## src/design/ttce_pkg.sv

```systemverilog
// Shared types and constants for the text terminal cursor engine.
// Used by the controller, the datapath and the top level; depends on nothing.
package ttce_pkg;

    // Default screen geometry and tab spacing.
    localparam int COLUMNS_DEF   = 80;
    localparam int ROWS_DEF      = 25;
    localparam int TAB_WIDTH_DEF = 4;

    // Operation codes carried by an item.
    localparam logic [1:0] OP_PUT   = 2'd0;
    localparam logic [1:0] OP_READ  = 2'd1;
    localparam logic [1:0] OP_CLEAR = 2'd2;

    // Control characters and the blank glyph.
    localparam logic [7:0] CH_NEWLINE   = 8'h0A;
    localparam logic [7:0] CH_RETURN    = 8'h0D;
    localparam logic [7:0] CH_BACKSPACE = 8'h08;
    localparam logic [7:0] CH_TAB       = 8'h09;
    localparam logic [7:0] CH_SPACE     = 8'h20;

    // Commands from the controller to the datapath.
    typedef struct packed {
        logic latch;      // capture the input item
        logic decode;     // apply cursor moves of control characters, load glyph count
        logic init_wr;    // write zero at the sweep address (reset clearing pass)
        logic clear_wr;   // write a blank at the sweep address
        logic scroll_wr;  // write a blank into the row leaving the top of the screen
        logic glyph_wr;   // write a glyph at the cursor and advance it
        logic bs_wr;      // write a blank at the cursor
        logic read_en;    // read the requested cell
    } cmd_t;

    // Status from the datapath to the controller.
    typedef struct packed {
        logic is_put;
        logic is_read;
        logic is_clear;
        logic ch_nl;
        logic ch_cr;
        logic ch_bs;
        logic at_last_row;   // cursor on the bottom visible row
        logic glyph_scroll;  // next glyph wraps off the bottom row
        logic cnt_one;       // one glyph left to write
        logic cnt_zero;      // no glyph left to write
        logic sweep_last;    // sweep address at the last cell
        logic scol_last;     // scroll clear at the last column
    } stat_t;

endpackage

```

## src/design/ttce_ctrl.sv

```systemverilog
// Controller state machine of the text terminal cursor engine.
// Depends on ttce_pkg for the command and status structures.
module ttce_ctrl
    import ttce_pkg::*;
(
    input  logic  clk,
    input  logic  rst_n,
    input  logic  start,
    input  stat_t stat,
    output cmd_t  cmd,
    output logic  busy,
    output logic  done
);

    typedef enum logic [8:0] {
        S_INIT   = 9'b000000001,
        S_IDLE   = 9'b000000010,
        S_DECODE = 9'b000000100,
        S_GLYPH  = 9'b000001000,
        S_BSWR   = 9'b000010000,
        S_SCROLL = 9'b000100000,
        S_CLEAR  = 9'b001000000,
        S_READ   = 9'b010000000,
        S_DONE   = 9'b100000000
    } state_t;

    state_t state_reg;
    state_t state_next;

    // New items are taken when idle or while the previous result is shown.
    assign busy = !((state_reg == S_IDLE) || (state_reg == S_DONE));
    assign done = (state_reg == S_DONE);

    // Next state and command decode.
    always_comb
    begin
        state_next = state_reg;
        cmd        = '0;
        cmd.latch  = start && !busy;
        unique case (state_reg)
            S_INIT:
            begin
                cmd.init_wr = 1'b1;
                if (stat.sweep_last)
                begin
                    state_next = S_IDLE;
                end
            end
            S_IDLE, S_DONE:
            begin
                if (start)
                begin
                    state_next = S_DECODE;
                end
                else
                begin
                    state_next = S_IDLE;
                end
            end
            S_DECODE:
            begin
                cmd.decode = 1'b1;
                priority if (stat.is_put)
                begin
                    priority if (stat.ch_nl)
                    begin
                        state_next = stat.at_last_row ? S_SCROLL : S_DONE;
                    end
                    else if (stat.ch_cr)
                    begin
                        state_next = S_DONE;
                    end
                    else if (stat.ch_bs)
                    begin
                        state_next = S_BSWR;
                    end
                    else
                    begin
                        state_next = S_GLYPH;
                    end
                end
                else if (stat.is_read)
                begin
                    state_next = S_READ;
                end
                else if (stat.is_clear)
                begin
                    state_next = S_CLEAR;
                end
                else
                begin
                    state_next = S_DONE;
                end
            end
            S_GLYPH:
            begin
                cmd.glyph_wr = 1'b1;
                priority if (stat.glyph_scroll)
                begin
                    state_next = S_SCROLL;
                end
                else if (stat.cnt_one)
                begin
                    state_next = S_DONE;
                end
                else
                begin
                    state_next = S_GLYPH;
                end
            end
            S_BSWR:
            begin
                cmd.bs_wr  = 1'b1;
                state_next = S_DONE;
            end
            S_SCROLL:
            begin
                cmd.scroll_wr = 1'b1;
                if (stat.scol_last)
                begin
                    state_next = stat.cnt_zero ? S_DONE : S_GLYPH;
                end
            end
            S_CLEAR:
            begin
                cmd.clear_wr = 1'b1;
                if (stat.sweep_last)
                begin
                    state_next = S_DONE;
                end
            end
            S_READ:
            begin
                cmd.read_en = 1'b1;
                state_next  = S_DONE;
            end
            default:
            begin
                state_next = S_INIT;
            end
        endcase
    end

    // State register; reset starts the clearing pass over the screen store.
    always_ff @(posedge clk or negedge rst_n)
    begin
        if (!rst_n)
        begin
            state_reg <= S_INIT;
        end
        else
        begin
            state_reg <= state_next;
        end
    end

endmodule

```

## config.mk

```make
export PLATFORM = sky130hd
export DESIGN_NAME = ttce_ctrl
export DESIGN_NICKNAME = d
export VERILOG_FILES = /design/src/design/ttce_pkg.sv /design/src/design/ttce_ctrl.sv
export SDC_FILE = /design/constraint.sdc
export NUM_CORES = 1
export LEC_CHECK = 0
export BUFFER_PORTS_ARGS = -buffer_cell sky130_fd_sc_hd__clkbuf_2
export CAP_MARGIN = 5
export CORE_UTILIZATION = 50
export CTS_BUF_LIST = sky130_fd_sc_hd__clkbuf_8
export CTS_CLUSTER_DIAMETER = 200
export DETAILED_ROUTE_END_ITERATION = 8
export GPL_ROUTABILITY_DRIVEN = 0
export PLACE_DENSITY = 0.8
export SKIP_CTS_REPAIR_TIMING = 1
export SLEW_MARGIN = 10
export SYNTH_ARGS = -nofsm -noshare
export SYNTH_HDL_FRONTEND = slang
export SYNTH_SLANG_ARGS = --single-unit
```

## constraint.sdc

```tcl
create_clock -name clk -period 4.6 [get_ports clk]
set_clock_uncertainty 0.2 [all_clocks]
set_input_delay 0.92 -clock clk [delete_from_list [all_inputs] [get_ports clk]]
set_output_delay 0.92 -clock clk [all_outputs]
set_load 0.005 [all_outputs]
```

# Word-level counts from Yosys, hierarchy flattened

Index checks and enable logic that the tools add are counted.

Register bits after elaboration: 9
Input port bits: 15
Output and inout bits: 10

Equal/unequal tests: 12
Multiplexer cells: 22
Reduce and logical (&&, ||, !) cells: 6

Operator list:

| operator                                            | count |
|---|---|
| two-way mux 9 bit                                   | 12 |
| case mux 9 bit (7 select lines)                     | 1 |
| equality test 9 x 1 -> 1 bit, second input constant | 1 |
| equality test 9 x 2 -> 1 bit, second input constant | 1 |
| equality test 9 x 3 -> 1 bit, second input constant | 1 |
| equality test 9 x 4 -> 1 bit, second input constant | 1 |
| equality test 9 x 5 -> 1 bit, second input constant | 1 |
| equality test 9 x 6 -> 1 bit, second input constant | 1 |
| equality test 9 x 7 -> 1 bit, second input constant | 1 |
| equality test 9 x 8 -> 1 bit, second input constant | 1 |
| equality test 9 bit, second input constant          | 1 |
| two-way mux 1 bit                                   | 7 |
| inequality test 2 bit, second input constant        | 3 |
| two-way mux 5 bit                                   | 1 |
| OR reduction 2 bit                                  | 2 |
| two-way mux 3 bit                                   | 1 |
| AND reduction 3 bit                                 | 1 |
| logical AND 1 bit                                   | 1 |
| logical NOT 1 bit                                   | 1 |
| logical OR 1 bit                                    | 1 |

# Logic depth before layout (Yosys ltp)

Gate-level depths: netlist of the first run.

Depth in word-level cells: 5
Gate-level depth with buffers: 6

# Worst setup path before layout of the first run

OpenSTA, ideal clock, no wires.

Path kind: reg-to-output
Start point: register state_reg[5]
End point: output port cmd[6] (netlist bit)
Data arrival time: 1.697 ns
Data required time: 3.480 ns
Setup slack: 1.783 ns
Stages on the path, launching flop included: 4
Cells stage by stage: dfrtp_1 -> or4_4 -> or4_4 -> nor3b_4

RTL lines:

| what                   | RTL line         | RTL |
|---|---|---|
| start, declared        | ttce_ctrl.sv:27  | `state_t state_reg;` |
| start signal, assigned | ttce_ctrl.sv:153 | `state_reg <= state_next;` |
| end, declared          | ttce_ctrl.sv:10  | `output cmd_t cmd,` |

==> impl_metrics.json, run 1 <==
{
  "track_usage": 0.246,
  "slew_viol_final": 0,
  "placed_cell_area_um2": 807,
  "drt_pass1_iterations": 4,
  "r2r_slack_ns": 2.19,
  "ys_top_cells_by_area": "dfrtp_1 (29%), o21ai_0 (5.0%), dfstp_2 (3.8%)",
  "clk_pin_slew_ns": 0.04,
  "largest_reg_flops": 9,
  "fin_crit_sh": 0.722,
  "area_growth_pct": 22.7,
  "yosys.area.top_type": "dfrtp_1",
  "fin_ws_ns": 1.28,
  "drt-met1-wl_um": 748,
  "portBuffers": 24,
  "synth_top_area_frac": 0.288,
  "die_w_um": 39.3,
  "post_drt_wl_per_cell_um": 13.5,
  "ys_async_sr_fraction": 1.00,
  "maxCapViolCount": 0,
  "crit_path_end_kind": "output port",
  "ys_ff_latch": 9,
  "wl_met2_um": 812,
  "synth-edff-count": 0,
  "cts_tree": "built",
  "htree_levels": 1,
  "clock_sinks": 9,
  "met3_length_um": 57,
  "yosys_warnings": 0,
  "critPathMaxStageDelay_ns": 0.58,
  "netlist_area_um2": 694,
  "synth_cell_types": 36,
  "start_util": 0.534,
  "grt_remaining_overflow": 0,
  "fin_util": 0.655,
  "num_vias": 709,
  "worstMarginPinSlew_ns": 0.655,
  "syn_nets": 97,
  "final_antenna_net_count": 0,
  "fin_area_um2": 852,
  "tns_ns": 0,
  "worstPathArrival_ns": 2.20,
  "holdCritPathClass": "input port to async pin",
  "cp_slowest_cell": "or4_4",
  "startpoint": "state_reg[5]",
  "path_class": "register to output port",
  "highest_layer": "met4",
  "fmax_mhz": 301,
  "critPathMaxFanout": 8,
  "dieArea_um2": 1540,
  "r2r_start": "state_reg[5]",
  "leakagePower_nw": 0.392,
  "rsz0062_at_grt": "false",
  "hold_ws_ns": 0.344,
  "cts_buffer_depth": 2,
  "required_ns": 3.48,
  "status": "finished, final reports clean",
  "ff2ff_path_depth": 5,
  "place_inst": 118,
  "seq_area_frac_synth": 0.326,
  "worstPathCellList": "or4_4, or4_4, nor3b_4, clkbuf_2",
  "n_antenna_cell": 0,
  "finalSetupViolCount": 0,
  "vias_per_cell": 5.81,
  "grt_start_max_net_pins": 10,
  "insertion_delay_ns": 0.22,
  "synth-main-ff-cell": "dfrtp_1",
  "min_period_ns": 3.32,
  "power.density_nw_per_um2": 386,
  "place_hpwl_um": 1290,
  "antenna_found_initial": 0,
  "grt_pass1_vias": 578,
  "io_pins": 25,
  "path_common_cell": "or4_4",
  "routed_wirelength_um": 1640,
  "drt_iter0_markers": 17,
  "placementRows": 13,
  "clockRootBuffer": "clkbuf_8",
  "dieHeight_um": 39.3,
  "relSlewSlack": 0.559,
  "ir_worst_vdd_v": 0.000241,
  "hold_viol": 0,
  "drive_gt1_frac": 0.346,
  "synth.avg_cell_area_um2": 8.47,
  "grt_pass1_wl_um": 2500,
  "crit_path_start_kind": "register",
  "stdcell_count": 122,
  "coreArea_um2": 1300,
  "numCtsBuffers": 3,
  "drcViolationCount": 0,
  "place_ws_ns": 1.52,
  "syn_inst": 82,
  "power.total_mw": 0.329,
  "finalNetCount": 123,
  "yosysMostFrequentCell": "dfrtp_1",
  "ys_top_cells_by_count": "dfrtp_1 (8), inv_1 (7), nor2_1 (7), o21ai_0 (7)"
}
area by class of cell:
type | count | area [µm²]
fillers | 117 | 449
multi-input cells | 63 | 415
flip-flops and latches | 9 | 226
repair buffers | 24 | 120
clock buffers | 3 | 41.3
inverters | 7 | 26.3
well taps | 15 | 18.8
clock inverters | 1 | 3.75
layout by cell type, fill, tap and decap left out, drive strengths merged:
cell type,instances
clkbuf,27
or4b,1
nor4,4
o211ai,2
o22ai,1
nor3b,2
a31oi,1
o31ai,1
and2,1
a22oi,2
nand2,5
nor3,4
and3b,1
o21ai,7
xor2,1
nor4b,3
or4,3
or3,1
nand2b,2
nand4bb,1
dfstp,1
a311o,1
nand4,1
xnor2,1
o221ai,1
inv,8
o21a,1
nor2,7
a21oi,4
nand3,4
dfrtp,8
path summary, 6_finish.rpt:
kind                                end
min in group clk           state_reg[0]
min reg2reg                state_reg[0]
max                              cmd[6]
min                        state_reg[2]
max in group asynchronous  state_reg[0]
max reg2reg                state_reg[4]
critical path: cells and delay by family (launching register included):
family                 cells  cell delay, ns
DFF                        1            0.44
buffers and inverters      1            0.17
and+or+nand+nor            3            1.37
kinds of logic after synthesis:
kind of cell,Yosys count,synth area share
AND/OR/NAND/NOR,40,0.382
XOR/XNOR,2,0.0252
flip-flops,9,0.326
buffers and inverters,10,0.0757
AO/OA/AOI/OAI,21,0.191
where the power goes:
part	switching [mW]	internal (mW)	total [mW]
combinational	0.0751	0.0563	0.131
clock	0.0272	0.0578	0.0850
sequential	0.0188	0.0939	0.113
metal layers:
| layer | vias up | GRT usage |
|---|---|---|
| met5 | - | 0 |
| met4 | 0 | 0.103 |
| met3 | 4 | 0.0341 |
| met2 | 24 | 0.392 |
| met1 | 321 | 0.331 |
| li1 | 360 | - |
No activity file was read; power rests on OpenSTA's default activity.
==> run 2, diff against run 1 <==
--- a/config.mk
+++ b/config.mk
@@ -7,12 +7,12 @@
 export LEC_CHECK = 0
 export BUFFER_PORTS_ARGS = -buffer_cell sky130_fd_sc_hd__clkbuf_2
 export CAP_MARGIN = 5
-export CORE_UTILIZATION = 50
+export CORE_UTILIZATION = 45
 export CTS_BUF_LIST = sky130_fd_sc_hd__clkbuf_8
 export CTS_CLUSTER_DIAMETER = 200
 export DETAILED_ROUTE_END_ITERATION = 8
 export GPL_ROUTABILITY_DRIVEN = 0
-export PLACE_DENSITY = 0.8
+export PLACE_DENSITY = 0.76
 export SKIP_CTS_REPAIR_TIMING = 1
 export SLEW_MARGIN = 10
 export SYNTH_ARGS = -nofsm -noshare
==> constraint.sdc (replaced) <==
create_clock -name clk -period 3 [get_ports clk]
set_clock_uncertainty 0.2 [all_clocks]
set_input_delay 0.6 -clock clk [delete_from_list [all_inputs] [get_ports clk]]
set_output_delay 0.6 -clock clk [all_outputs]
set_load 0.005 [all_outputs]
==> impl_metrics.json, run 2 (synthesis results as in run 1) <==
{
  "grt_pass1_wl_um": 2610,
  "ir_worst_vdd_v": 0.000452,
  "critPathMaxFanout": 8,
  "crit_buf_inv": 1,
  "power.total_mw": 0.520,
  "grt_pass1_vias": 623,
  "fin_crit_sh": 0.950,
  "ff2ff_path_depth": 6,
  "antenna_found_initial": 0,
  "htree_levels": 1,
  "crit_family": "simple AND/OR/NAND/NOR gates",
  "numCtsBuffers": 3,
  "maxCapViolCount": 0,
  "r2r_end": "state_reg[5]",
  "required_ns": 2.20,
  "largest_reg_flops": 9,
  "status": "finished, final reports clean",
  "holdCritPathClass": "input port to async pin",
  "routed_wirelength_um": 1670,
  "r2r_slack_ns": 0.53,
  "min_period_ns": 2.85,
  "path_common_cell": "or4_4",
  "rsz0062_at_grt": "false",
  "finalNetCount": 125,
  "cp_slowest_cell": "or4_4",
  "grt_start_max_net_pins": 10,
  "relSlewSlack": 0.753,
  "placementRows": 13,
  "clock_sinks": 9,
  "placed_cell_area_um2": 822,
  "track_usage": 0.240,
  "post_drt_wl_per_cell_um": 13.4,
  "path_class": "register to output port",
  "clk_pin_slew_ns": 0.05,
  "drt_pass1_iterations": 4,
  "vias_per_cell": 5.94,
  "slew_viol_final": 0,
  "cts_buffer_depth": 2,
  "dieHeight_um": 41.3,
  "place_hpwl_um": 1320,
  "tns_ns": 0,
  "portBuffers": 24,
  "num_vias": 736,
  "insertion_delay_ns": 0.23,
  "worstPathCellList": "or4_4, or4_4, nor3b_4, clkbuf_2",
  "drive_gt1_frac": 0.358,
  "hold_viol": 0,
  "grt_remaining_overflow": 0,
  "area_growth_pct": 24.9,
  "finalSetupViolCount": 0,
  "cts_tree": "built",
  "fin_area_um2": 867,
  "mostFrequentLayoutCell": "clkbuf_2",
  "die_w_um": 41.3,
  "worstMarginPinSlew_ns": 0.367,
  "clockRootBuffer": "clkbuf_8",
  "final_antenna_net_count": 0,
  "dieArea_um2": 1700,
  "start_util": 0.508,
  "leakagePower_nw": 0.402,
  "worstPathArrival_ns": 2.05,
  "critPathMaxStageDelay_ns": 0.57,
  "crit_path_end_kind": "output port",
  "io_pins": 25,
  "coreArea_um2": 1370,
  "crit_path_start_kind": "register",
  "layout_common_cells": "clkbuf_2 (24), inv_1 (8), dfrtp_1 (8)",
  "power.density_nw_per_um2": 600,
  "r2r_start": "state_reg[5]",
  "fmax_mhz": 351,
  "drt_iter0_markers": 11,
  "n_antenna_cell": 0,
  "drcViolationCount": 0
}
==> run 2: cell count changes in the layout (fill, tap and decap cells not counted) <==
cell,previous run,this run
buf_4,0,2
==> run 2: how the worst max path moves through the flow <==
| stage | depth (start not counted) | slack [ns] | from | end |
|---|---|---|---|---|
| 6_report | 4 | 0.15 | state_reg[5] | cmd[6] |
| 5_1_grt | 4 | 0.06 | state_reg[5] | done |
| 4_1_cts | 4 | 0.15 | state_reg[5] | cmd[6] |
| 3_5_place_dp | 4 | 0.39 | state_reg[5] | cmd[6] |
| 3_3_place_gp | 4 | 0.43 | state_reg[5] | cmd[6] |
| 2_1_floorplan | 3 | 0.50 | state_reg[5] | cmd[6] |
==> run 2: worst reg2reg max path, cell delays in order, from the launching register on <==
cell     delay, ns
dfrtp_1       0.45
or4_4         0.57
or4_4         0.45
nor3b_4       0.21
buf_4         0.17
nand2_2       0.06
o21ai_0       0.24
==> run 2: cell type report <==
cell class	instances	area [µm²]
tap	15	18.8
clock buffer	3	41.3
timing repair buffer	26	135
clock inverter	1	3.75
inverter	7	26.3
fill	134	499
sequential	9	226
multi-input combinational	63	415
==> run 2: power by group <==
| group | total, mW | switching [mW] | leakage, nW | internal, mW |
|---|---|---|---|---|
| combinational | 0.213 | 0.117 | 0.255 | 0.0963 |
| clock | 0.134 | 0.0454 | 0.0269 | 0.0889 |
| sequential | 0.173 | 0.0288 | 0.121 | 0.144 |
==> run 2: metrics by stage <==
step                      cells  utilization  worst slack, ns  hold WS, ns
after floorplan              82            -            0.503        0.104
after global placement      120        0.602            0.435        0.260
after detailed placement    120        0.602            0.388        0.266
after CTS                   124        0.635            0.147       0.0243
after global routing        124        0.635           0.0593       0.0318
final                       124        0.635            0.149       0.0199
==> run 2: layer usage <==
metal	share of wire	track usage	up-vias
met1	0.44	0.301	341
li1	-	-	365
met2	0.48	0.402	26
met5	0	0	-
met3	0.052	0.0217	4
met4	0.025	0.129	0
